**src/hdl/bmpr_pkg.sv**
```systemverilog
package bmpr_pkg;

  localparam int DIM_BITS    = 15;
  localparam int LEN_BITS    = 8;
  localparam int QUEUE_DEPTH = 2;

  localparam logic [7:0] NIBBLE_MASK = 8'h0F;

  // configuration register indexes
  localparam logic [1:0] CFG_IMAGE_WIDTH   = 2'd0;
  localparam logic [1:0] CFG_IMAGE_HEIGHT  = 2'd1;
  localparam logic [1:0] CFG_ROWS_TOP_DOWN = 2'd2;
  localparam logic [1:0] CFG_NIBBLE_MODE   = 2'd3;

  typedef enum logic [2:0] {
    PH_COUNT,
    PH_VALUE,
    PH_DX,
    PH_DY,
    PH_ABS,
    PH_DONE,
    PH_FAIL
  } phase_e;

  // escape class of a byte read as the second byte of a pair
  typedef enum logic [1:0] {
    KIND_EOL,
    KIND_EOB,
    KIND_DELTA,
    KIND_OTHER
  } kind_e;

  typedef struct packed {
    logic [7:0] data;
    logic       fin;
    kind_e      kind;
  } item_t;

  typedef struct packed {
    logic [DIM_BITS-1:0] image_width;
    logic [DIM_BITS-1:0] image_height;
    logic                rows_top_down;
    logic                nibble_mode;
  } cfg_t;

  typedef struct packed {
    logic                span_valid;
    logic [DIM_BITS-1:0] out_row;
    logic [DIM_BITS-1:0] start_column;
    logic [LEN_BITS-1:0] span_length;
    logic [7:0]          even_index;
    logic [7:0]          odd_index;
    logic                stream_done;
    logic                stream_failed;
  } result_t;

endpackage

```
**src/hdl/bmpr_fifo.sv**
```systemverilog
module bmpr_fifo #(
  parameter int WIDTH = 8
) (
  input  logic             clk_i,
  input  logic             rst_ni,
  input  logic             push_i,
  input  logic [WIDTH-1:0] wdata_i,
  output logic             full_o,
  input  logic             pop_i,
  output logic [WIDTH-1:0] rdata_o,
  output logic             empty_o
);

  localparam int PtrBits = $clog2(bmpr_pkg::QUEUE_DEPTH);
  localparam int CntBits = $clog2(bmpr_pkg::QUEUE_DEPTH + 1);
  localparam logic [PtrBits-1:0] LastPtr = PtrBits'(bmpr_pkg::QUEUE_DEPTH - 1);
  localparam logic [CntBits-1:0] FullCnt = CntBits'(bmpr_pkg::QUEUE_DEPTH);

  logic [WIDTH-1:0]   mem_q [bmpr_pkg::QUEUE_DEPTH];
  logic [PtrBits-1:0] wr_ptr_q, wr_ptr_d;
  logic [PtrBits-1:0] rd_ptr_q, rd_ptr_d;
  logic [CntBits-1:0] count_q, count_d;
  logic               do_push, do_pop;

  assign full_o  = (count_q == FullCnt);
  assign empty_o = (count_q == '0);
  assign rdata_o = mem_q[rd_ptr_q];
  assign do_push = push_i && !full_o;
  assign do_pop  = pop_i && !empty_o;

  always_comb begin
    wr_ptr_d = wr_ptr_q;
    rd_ptr_d = rd_ptr_q;
    count_d  = count_q;
    if (do_push) begin
      wr_ptr_d = (wr_ptr_q == LastPtr) ? '0 : wr_ptr_q + PtrBits'(1);
    end
    if (do_pop) begin
      rd_ptr_d = (rd_ptr_q == LastPtr) ? '0 : rd_ptr_q + PtrBits'(1);
    end
    if (do_push && !do_pop) begin
      count_d = count_q + CntBits'(1);
    end else if (do_pop && !do_push) begin
      count_d = count_q - CntBits'(1);
    end
  end

  always_ff @(posedge clk_i or negedge rst_ni) begin
    if (!rst_ni) begin
      wr_ptr_q <= '0;
      rd_ptr_q <= '0;
      count_q  <= '0;
    end else begin
      wr_ptr_q <= wr_ptr_d;
      rd_ptr_q <= rd_ptr_d;
      count_q  <= count_d;
    end
  end

  always_ff @(posedge clk_i) begin
    if (do_push) begin
      mem_q[wr_ptr_q] <= wdata_i;
    end
  end

endmodule

```
**src/hdl/bmpr_front.sv**
```systemverilog
module bmpr_front (
  input  logic            clk_i,
  input  logic            rst_ni,
  input  logic            push_i,
  input  logic [7:0]      data_byte_i,
  input  logic            final_byte_i,
  output logic            full_o,
  input  logic            take_i,
  output bmpr_pkg::item_t item_o,
  output logic            item_valid_o
);

  bmpr_pkg::item_t item_in;
  logic            item_empty;

  always_comb begin
    item_in.data = data_byte_i;
    item_in.fin  = final_byte_i;
    priority case (data_byte_i)
      8'd0:    item_in.kind = bmpr_pkg::KIND_EOL;
      8'd1:    item_in.kind = bmpr_pkg::KIND_EOB;
      8'd2:    item_in.kind = bmpr_pkg::KIND_DELTA;
      default: item_in.kind = bmpr_pkg::KIND_OTHER;
    endcase
  end

  bmpr_fifo #(
    .WIDTH($bits(bmpr_pkg::item_t))
  ) u_item_fifo (
    .clk_i  (clk_i),
    .rst_ni (rst_ni),
    .push_i (push_i),
    .wdata_i(item_in),
    .full_o (full_o),
    .pop_i  (take_i),
    .rdata_o(item_o),
    .empty_o(item_empty)
  );

  assign item_valid_o = !item_empty;

endmodule

```
**src/hdl/bmpr_back.sv**
```systemverilog
module bmpr_back #(
  parameter int COORD_BITS = 16
) (
  input  logic              clk_i,
  input  logic              rst_ni,
  input  bmpr_pkg::cfg_t    cfg_i,
  input  bmpr_pkg::item_t   item_i,
  input  logic              item_valid_i,
  output logic              take_o,
  input  logic              res_ready_i,
  output bmpr_pkg::result_t res_o,
  output logic              res_valid_o
);

  localparam int CB = COORD_BITS;
  localparam int DB = bmpr_pkg::DIM_BITS;

  bmpr_pkg::phase_e phase_q, phase_d;
  logic [CB-1:0]    pen_col_q, pen_col_d;
  logic [CB-1:0]    pen_row_q, pen_row_d;
  logic [7:0]       held_count_q, held_count_d;
  logic [7:0]       abs_left_q, abs_left_d;
  logic             pad_q, pad_d;
  logic [7:0]       held_dx_q, held_dx_d;

  logic          finished;
  logic [7:0]    span_n;
  logic          span_vis;
  logic [7:0]    even_idx, odd_idx;
  logic [7:0]    col_add, row_add;
  logic [CB:0]   col_sum, row_sum;
  logic [CB-1:0] col_sat, row_sat;
  logic [CB-1:0] width_ext, height_ext, room;
  logic [7:0]    span_len;
  logic [DB-1:0] dest_row;
  logic [8:0]    abs_inc;
  logic          abs_odd_bytes;

  assign finished = (phase_q == bmpr_pkg::PH_DONE) || (phase_q == bmpr_pkg::PH_FAIL);
  assign take_o   = item_valid_i && (finished || res_ready_i);

  assign width_ext  = CB'(cfg_i.image_width);
  assign height_ext = CB'(cfg_i.image_height);

  // run length handled by this byte, zero when it paints nothing
  always_comb begin
    span_n = 8'd0;
    if (phase_q == bmpr_pkg::PH_VALUE) begin
      span_n = held_count_q;
    end else if (phase_q == bmpr_pkg::PH_ABS && abs_left_q != 8'd0) begin
      span_n = (cfg_i.nibble_mode && abs_left_q >= 8'd2) ? 8'd2 : 8'd1;
    end
  end

  always_comb begin
    if (cfg_i.nibble_mode) begin
      even_idx = {4'd0, item_i.data[7:4]};
      odd_idx  = item_i.data & bmpr_pkg::NIBBLE_MASK;
    end else begin
      even_idx = item_i.data;
      odd_idx  = item_i.data;
    end
  end

  // shared saturating adders for pen column and pen row
  assign col_add = (phase_q == bmpr_pkg::PH_DY) ? held_dx_q : span_n;
  assign row_add = (phase_q == bmpr_pkg::PH_DY) ? item_i.data : 8'd1;
  assign col_sum = {1'b0, pen_col_q} + (CB+1)'(col_add);
  assign row_sum = {1'b0, pen_row_q} + (CB+1)'(row_add);
  assign col_sat = col_sum[CB] ? '1 : col_sum[CB-1:0];
  assign row_sat = row_sum[CB] ? '1 : row_sum[CB-1:0];

  // clipping
  assign span_vis = (span_n != 8'd0) && (pen_row_q < height_ext) && (pen_col_q < width_ext);
  assign room     = width_ext - pen_col_q;
  assign span_len = (CB'(span_n) < room) ? span_n : room[7:0];
  assign dest_row = cfg_i.rows_top_down ? pen_row_q[DB-1:0]
                  : cfg_i.image_height - DB'(1) - pen_row_q[DB-1:0];

  // pad byte needed when the run's byte count is odd
  assign abs_inc       = {1'b0, item_i.data} + 9'd1;
  assign abs_odd_bytes = cfg_i.nibble_mode ? abs_inc[1] : item_i.data[0];

  // next state
  always_comb begin
    phase_d      = phase_q;
    pen_col_d    = pen_col_q;
    pen_row_d    = pen_row_q;
    held_count_d = held_count_q;
    abs_left_d   = abs_left_q;
    pad_d        = pad_q;
    held_dx_d    = held_dx_q;
    if (take_o && !finished) begin
      unique case (phase_q)
        bmpr_pkg::PH_COUNT: begin
          if (item_i.fin) begin
            phase_d = bmpr_pkg::PH_DONE;
          end else begin
            held_count_d = item_i.data;
            phase_d      = bmpr_pkg::PH_VALUE;
          end
        end
        bmpr_pkg::PH_VALUE: begin
          if (held_count_q != 8'd0) begin
            pen_col_d = col_sat;
            phase_d   = bmpr_pkg::PH_COUNT;
          end else begin
            unique case (item_i.kind)
              bmpr_pkg::KIND_EOL: begin
                pen_col_d = '0;
                pen_row_d = row_sat;
                phase_d   = bmpr_pkg::PH_COUNT;
              end
              bmpr_pkg::KIND_EOB:   phase_d = bmpr_pkg::PH_DONE;
              bmpr_pkg::KIND_DELTA: phase_d = bmpr_pkg::PH_DX;
              bmpr_pkg::KIND_OTHER: begin
                abs_left_d = item_i.data;
                pad_d      = abs_odd_bytes;
                phase_d    = bmpr_pkg::PH_ABS;
              end
              default: phase_d = bmpr_pkg::PH_FAIL;
            endcase
          end
          if (item_i.fin) begin
            if (phase_d == bmpr_pkg::PH_COUNT) begin
              phase_d = bmpr_pkg::PH_DONE;
            end else if (phase_d == bmpr_pkg::PH_DX || phase_d == bmpr_pkg::PH_ABS) begin
              phase_d = bmpr_pkg::PH_FAIL;
            end
          end
        end
        bmpr_pkg::PH_DX: begin
          held_dx_d = item_i.data;
          phase_d   = item_i.fin ? bmpr_pkg::PH_FAIL : bmpr_pkg::PH_DY;
        end
        bmpr_pkg::PH_DY: begin
          pen_col_d = col_sat;
          pen_row_d = row_sat;
          phase_d   = item_i.fin ? bmpr_pkg::PH_DONE : bmpr_pkg::PH_COUNT;
        end
        bmpr_pkg::PH_ABS: begin
          if (abs_left_q != 8'd0) begin
            pen_col_d  = col_sat;
            abs_left_d = abs_left_q - span_n;
          end else begin
            pad_d = 1'b0;
          end
          if (abs_left_d == 8'd0 && !pad_d) begin
            // run finished with the pen past the last pixel ends the picture
            if (pen_row_q >= height_ext && pen_col_d >= width_ext) begin
              phase_d = bmpr_pkg::PH_DONE;
            end else begin
              phase_d = item_i.fin ? bmpr_pkg::PH_DONE : bmpr_pkg::PH_COUNT;
            end
          end else if (item_i.fin) begin
            phase_d = bmpr_pkg::PH_FAIL;
          end
        end
        default: phase_d = phase_q;
      endcase
    end
  end

  // result
  always_comb begin
    res_valid_o         = take_o && !finished;
    res_o.span_valid    = span_vis;
    res_o.out_row       = span_vis ? dest_row : '0;
    res_o.start_column  = span_vis ? pen_col_q[DB-1:0] : '0;
    res_o.span_length   = span_vis ? span_len : '0;
    res_o.even_index    = span_vis ? even_idx : '0;
    res_o.odd_index     = span_vis ? odd_idx : '0;
    res_o.stream_done   = (phase_d == bmpr_pkg::PH_DONE);
    res_o.stream_failed = (phase_d == bmpr_pkg::PH_FAIL);
  end

  always_ff @(posedge clk_i or negedge rst_ni) begin
    if (!rst_ni) begin
      phase_q      <= bmpr_pkg::PH_COUNT;
      pen_col_q    <= '0;
      pen_row_q    <= '0;
      held_count_q <= '0;
      abs_left_q   <= '0;
      pad_q        <= 1'b0;
      held_dx_q    <= '0;
    end else begin
      phase_q      <= phase_d;
      pen_col_q    <= pen_col_d;
      pen_row_q    <= pen_row_d;
      held_count_q <= held_count_d;
      abs_left_q   <= abs_left_d;
      pad_q        <= pad_d;
      held_dx_q    <= held_dx_d;
    end
  end

endmodule

```
**src/hdl/bmp_rle_decoder.sv**
```systemverilog
// Each byte accepted into the byte queue is parsed from the head of that queue, and its
// result is registered into the result queue.
// Throughput: one byte per cycle, sustained while pop keeps up; a two-entry
// byte queue and a two-entry result queue separate the parser from both sides.
// Reset (rst_ni low, asynchronous): queues empty, parser waits for a count byte,
// pen at row 0 column 0, registers back to width 1, height 1, bottom-up, RLE8.
module bmp_rle_decoder #(
  parameter int COORD_BITS = 16
) (
  input  logic        clk_i,
  input  logic        rst_ni,
  input  logic        push_i,
  output logic        full_o,
  input  logic [7:0]  data_byte_i,
  input  logic        final_byte_i,
  output logic        empty_o,
  input  logic        pop_i,
  output logic        span_valid_o,
  output logic [14:0] out_row_o,
  output logic [14:0] start_column_o,
  output logic [7:0]  span_length_o,
  output logic [7:0]  even_index_o,
  output logic [7:0]  odd_index_o,
  output logic        stream_done_o,
  output logic        stream_failed_o,
  input  logic        cfg_we_i,
  input  logic [1:0]  cfg_index_i,
  input  logic [14:0] cfg_wdata_i
);

  bmpr_pkg::cfg_t    cfg_q, cfg_d;
  bmpr_pkg::item_t   item;
  logic              item_valid, item_take;
  bmpr_pkg::result_t res_in, res_out;
  logic              res_push, res_full;

  always_comb begin
    cfg_d = cfg_q;
    if (cfg_we_i) begin
      unique case (cfg_index_i)
        bmpr_pkg::CFG_IMAGE_WIDTH:   cfg_d.image_width   = cfg_wdata_i;
        bmpr_pkg::CFG_IMAGE_HEIGHT:  cfg_d.image_height  = cfg_wdata_i;
        bmpr_pkg::CFG_ROWS_TOP_DOWN: cfg_d.rows_top_down = cfg_wdata_i[0];
        bmpr_pkg::CFG_NIBBLE_MODE:   cfg_d.nibble_mode   = cfg_wdata_i[0];
        default:                     cfg_d = cfg_q;
      endcase
    end
  end

  always_ff @(posedge clk_i or negedge rst_ni) begin
    if (!rst_ni) begin
      cfg_q.image_width   <= 15'd1;
      cfg_q.image_height  <= 15'd1;
      cfg_q.rows_top_down <= 1'b0;
      cfg_q.nibble_mode   <= 1'b0;
    end else begin
      cfg_q <= cfg_d;
    end
  end

  bmpr_front u_front (
    .clk_i       (clk_i),
    .rst_ni      (rst_ni),
    .push_i      (push_i),
    .data_byte_i (data_byte_i),
    .final_byte_i(final_byte_i),
    .full_o      (full_o),
    .take_i      (item_take),
    .item_o      (item),
    .item_valid_o(item_valid)
  );

  bmpr_back #(
    .COORD_BITS(COORD_BITS)
  ) u_back (
    .clk_i       (clk_i),
    .rst_ni      (rst_ni),
    .cfg_i       (cfg_q),
    .item_i      (item),
    .item_valid_i(item_valid),
    .take_o      (item_take),
    .res_ready_i (!res_full),
    .res_o       (res_in),
    .res_valid_o (res_push)
  );

  bmpr_fifo #(
    .WIDTH($bits(bmpr_pkg::result_t))
  ) u_result_fifo (
    .clk_i  (clk_i),
    .rst_ni (rst_ni),
    .push_i (res_push),
    .wdata_i(res_in),
    .full_o (res_full),
    .pop_i  (pop_i),
    .rdata_o(res_out),
    .empty_o(empty_o)
  );

  assign span_valid_o    = res_out.span_valid;
  assign out_row_o       = res_out.out_row;
  assign start_column_o  = res_out.start_column;
  assign span_length_o   = res_out.span_length;
  assign even_index_o    = res_out.even_index;
  assign odd_index_o     = res_out.odd_index;
  assign stream_done_o   = res_out.stream_done;
  assign stream_failed_o = res_out.stream_failed;

  // a painted span always covers at least one pixel
  a_span_nonzero: assert property (@(posedge clk_i) disable iff (!rst_ni)
    (!empty_o && span_valid_o) |-> (span_length_o != 8'd0))
    else $error("span with zero length");

  // a stream cannot end both cleanly and with a failure
  a_end_exclusive: assert property (@(posedge clk_i) disable iff (!rst_ni)
    !empty_o |-> !(stream_done_o && stream_failed_o))
    else $error("done and failed together");

  // the parser never pushes a result into a full result queue
  a_no_overflow: assert property (@(posedge clk_i) disable iff (!rst_ni)
    res_push |-> !res_full)
    else $error("result queue overflow");

  // a byte leaves the byte queue only while it holds one
  a_take_valid: assert property (@(posedge clk_i) disable iff (!rst_ni)
    item_take |-> item_valid)
    else $error("byte taken from empty queue");

endmodule
```
**config.mk**
```make
export PLATFORM = sky130hd
export DESIGN_NAME = bmp_rle_decoder
export DESIGN_NICKNAME = d
export VERILOG_FILES = /design/src/hdl/bmpr_pkg.sv /design/src/hdl/bmpr_fifo.sv /design/src/hdl/bmpr_front.sv /design/src/hdl/bmpr_back.sv /design/src/hdl/bmp_rle_decoder.sv
export SDC_FILE = /design/constraint.sdc
export NUM_CORES = 1
export LEC_CHECK = 0
export BUFFER_PORTS_ARGS = -buffer_cell sky130_fd_sc_hd__buf_2
export CORE_ASPECT_RATIO = 2
export CORE_MARGIN = 2
export CORE_UTILIZATION = 56
export CTS_CLUSTER_DIAMETER = 30
export DETAILED_ROUTE_END_ITERATION = 6
export PLACE_DENSITY_LB_ADDON = 0.1
export SLEW_MARGIN = 20
export SYNTH_ARGS = -nofsm -noshare
export SYNTH_HDL_FRONTEND = slang
export SYNTH_HIERARCHICAL = 1
export SYNTH_SLANG_ARGS = --single-unit
export TNS_END_PERCENT = 30
```
**constraint.sdc**
```tcl
create_clock -name clk_i -period 5.9 [get_ports clk_i]
set_input_delay 1.18 -clock clk_i [delete_from_list [all_inputs] [get_ports clk_i]]
set_output_delay 1.18 -clock clk_i [all_outputs]
set_load 0.005 [all_outputs]
```
==> results.py <==
metrics = {
    "status": {
        "status": "finished, final reports clean",
    },
    "die": {
        "die_area_um2": 26600,
        "die_w_um": 116,
        "die-height_um": 229,
        "num_rows": 82,
        "coreArea_um2": 24900,
        "ioPinCount": 90,
        "initial_core_util_pct": 56.8,
    },
    "yosys": {
        "muxShareOfSynthArea_pct": 11.1,
        "synth_seq_cells": 236,
        "async_flop_share_pct": 42.4,
        "synth_edf_count": 136,
        "synth-seq-area-share_pct": 46.6,
        "synth_warnings": 6,
        "synth-compound-area-share_pct": 13.6,
        "synth_area_um2": 14200,
        "synth-xor-area-share_pct": 2.40,
        "yosys_most_used_dff": "edfxtp_1",
        "syn_inst": 1316,
        "syn_nets": 1443,
        "synth_top_family_by_area": "compound AO/OA/AOI/OAI gates",
        "yosysUniqueCellTypes": 88,
        "synth_adder_area_share_pct": 8.75,
        "avgSynthCellArea_um2": 10.8,
        "synthSimpleGateAreaFrac_pct": 12.7,
    },
    "sta": {
        "fmax_ghz": 0.177,
        "fin_skew_ps": 34.7,
        "slew_violations": 0,
        "layout_min_cycle_time_ps": 5650,
        "fin_crit_sh_pct": 95.7,
        "worstMarginPinSlew_ps": 1040,
        "slew_headroom_pct": 30.6,
        "setup_violations": 0,
        "hold_viol": 0,
    },
    "routing": {
        "drt_drc_violations_left": 0,
        "vias_per_cell": 5.88,
        "wl_um": 36400,
        "ant_nets": 0,
        "drt_iter0_markers": 600,
        "first_pass_iters": 5,
        "wl_per_cell_um": 20.4,
        "dr_total_vias": 10500,
    },
    "layout": {
        "final_cell_mix": "136 x edfxtp_1, 121 x nor2_1, 106 x inv_1",
        "final_cell_area_um2": 16100,
        "nets": 1546,
        "layout_commonest_cell": "edfxtp_1",
        "drive_gt1_share_pct": 22.9,
        "synthToLayoutAreaGrowth_pct": 13.6,
        "layout.cells.non_filler": 1779,
        "antennaDiodeCount": 0,
    },
    "clock_network": {
        "path_clk_slew_ps": 60,
        "cts_tree": "done",
        "clk-insertion-delay-late_ps": 580,
        "htreeDepth": 1,
        "cts_buffers": 30,
        "cts.sinks": 236,
        "clk_root_buffer_cell": "clkbuf_16",
        "clock_path_buffers": 3,
        "hold_buffers": 0,
    },
    "hold_path": {
        "hold_depth": 1,
        "hold_path_class": "flip-flop to flip-flop",
    },
    "worst_setup_path": {
        "cp_slowest_cell": "or4_4",
        "cp_common_cell": "o21ai_0",
        "slowest_delay_ps": 530,
        "reg2regPathDepth": 23,
        "cp.depth": 23,
        "critical_path.max_fanout": 10,
        "crit_required_ps": 6350,
        "worst_ep_arrival_time_ps": 6090,
        "cp-end-kind": "flip-flop",
        "path_class": "flip-flop to flip-flop",
        "path_buf_inv": 2,
        "cp_top_family": "compound AO/OA/AOI/OAI gates",
        "worstSetupStartpointType": "flip-flop",
        "path_cells": "or4_4 > or4_4 > a32oi_2 > a21oi_1 > ha_2 > fa_2 > a211oi_2 > o21ai_0 > a31oi_1 > nor2_1 > buf_4 > buf_4 > o211ai_1 > o21ai_0 > ha_1 > o21ai_0 > nor2_1 > o21ai_0 > a21oi_1 > a211oi_2 > a31o_2 > a222oi_1 > and3_1",
    },
    "global_route": {
        "grt_use_met2_pct": 53.5,
        "grt-busiest-layer": "met2",
        "grt_use_met3_pct": 2.60,
        "grt_usage_pct": 27.8,
        "grt_max_degree": 52,
        "grt_overflow": 0,
        "use_met1_pct": 28.5,
        "antenna_found_initial": 0,
        "grt_pass1_vias": 10900,
        "grt_pass1_wl_um": 56800,
    },
    "placement": {
        "place_inst": 1721,
        "place_congestion": 0.931,
        "place_area_um2": 15000,
        "hpwl_um": 27800,
        "port_buffers": 89,
    },
    "pwr": {
        "power_leakage_uw": 0.00681,
        "powerDensity_nw_per_um2": 393,
        "peakVddDrop_v": 0.000314,
    },
    "run": {
        "drv_cap": 0,
    },
}
## worst paths after layout
| path | to | start | slack, ps |
|---|---|---|---|
| setup / recovery | u_result_fifo/mem_q[1][1] | u_back/abs_left_q[3] | 250 |
| min in group asynchronous | u_back/pen_col_q[9] | rst_ni | 650 |
| setup reg to reg | u_result_fifo/mem_q[1][1] | u_back/abs_left_q[3] | 250 |
| hold reg to reg | cfg_q[16] | cfg_q[16] | 510 |
| max in group asynchronous | u_back/pen_row_q[7] | rst_ni | 4110 |
| hold / removal | cfg_q[16] | cfg_q[16] | 510 |
## cells by family (layout without fill, tap and decap cells)
logic type	after synthesis	count (layout)
AO/OA/AOI/OAI	299	299
XOR/XNOR	38	38
adder cells (fa/ha/maj)	96	96
buffers and inverters	155	282
flip-flops	236	236
multiplexers	134	134
AND/OR/NAND/NOR	358	358
## report_power, final
part           switching (µW)  leakage (µW)  internal [µW]  total (µW)
Combinational            1230       0.00380            990        2220
Sequential                270       0.00251           1970        2240
Clock                     764      0.000504           1100        1860
## cells in the mapped netlist, drive strengths merged (6+ instances only)
cell / instances / area, µm²
o21a: 10 / 75.1
nand2: 76 / 288
o21ai: 70 / 350
xnor2: 24 / 218
nor2b: 9 / 56.3
and2: 21 / 131
buf: 24 / 204
nor2: 123 / 464
nor3: 30 / 150
nand2b: 17 / 106
dfrtp: 98 / 2450
and3: 7 / 43.8
o22a: 7 / 61.3
a21oi: 88 / 440
a21o: 15 / 113
o31ai: 15 / 113
nor3b: 6 / 67.6
nor4: 7 / 65.1
mux2: 124 / 1470
ha: 91 / 1140
mux2i: 10 / 100
nand4: 12 / 75.1
o21bai: 6 / 45.0
nand3: 19 / 95.1
clkbuf: 24 / 90.1
a31oi: 13 / 81.3
xor2: 14 / 123
a211oi: 19 / 153
inv: 107 / 402
or2: 8 / 50.1
edfxtp: 136 / 4080
## layer usage
metal | vias to the layer above | routed length [µm]
met5 | - | 0
met4 | 0 | 1870
met3 | 98 | 1150
met2 | 251 | 20600
met1 | 5118 | 12700
li1 | 5000 | -
## worst register-to-register path: cells and delay by family, from the launching register on
kind / cells / cell delay (ps)
AO/OA/AOI/OAI: 13 / 2480
AND/OR/NAND/NOR: 5 / 1450
flip-flops: 1 / 400
buffers and inverters: 2 / 340
adder cells (fa/ha/maj): 3 / 870
## cell type report
class                           count  area, µm²
Tap cell                          336        420
Fill cell                        2074       8860
Sequential cell                   236       6590
Inverter                          107        402
Timing Repair Buffer              119        686
Clock buffer                       35        810
Clock inverter                     21        235
Multi-Input combinational cell    925       6930
## per-stage QoR
stage	TNS (ps)	utilization [%]	hold slack, ps	power (µW)	setup WS (ps)
after floorplan	0	-	461	3780	312
after global placement	0	60.0	489	4420	96.3
after detailed placement	-212	60.0	494	4450	-65.2
after CTS	0	64.2	508	6330	72.6
after global routing	-14.7	64.5	525	6660	-7.37
final	0	64.5	506	6310	255
## registers in the layout, indices dropped and copies added, names as in the netlist
register	flops
u_result_fifo/rd_ptr_q	1
u_back/held_dx_q	8
u_back/held_count_q	8
u_back/abs_left_q	8
u_result_fifo/mem_q	114
cfg_q	32
u_front/u_item_fifo/rd_ptr_q	1
u_front/u_item_fifo/wr_ptr_q	1
u_back/phase_q	3
u_back/pad_q	1
u_front/u_item_fifo/count_q	2
u_result_fifo/count_q	2
u_back/pen_col_q	16
u_result_fifo/wr_ptr_q	1
u_back/pen_row_q	16
u_front/u_item_fifo/mem_q	22
## repair_timing
| item | CTS | global route |
|---|---|---|
| pin swaps | 0 | 6 |
| gates resized for setup | 2 | 8 |
| setup buffers | 0 | 2 |
| endpoints found under the setup margin | 4 | 4 |
No activity file was read; power rests on OpenSTA's default activity.
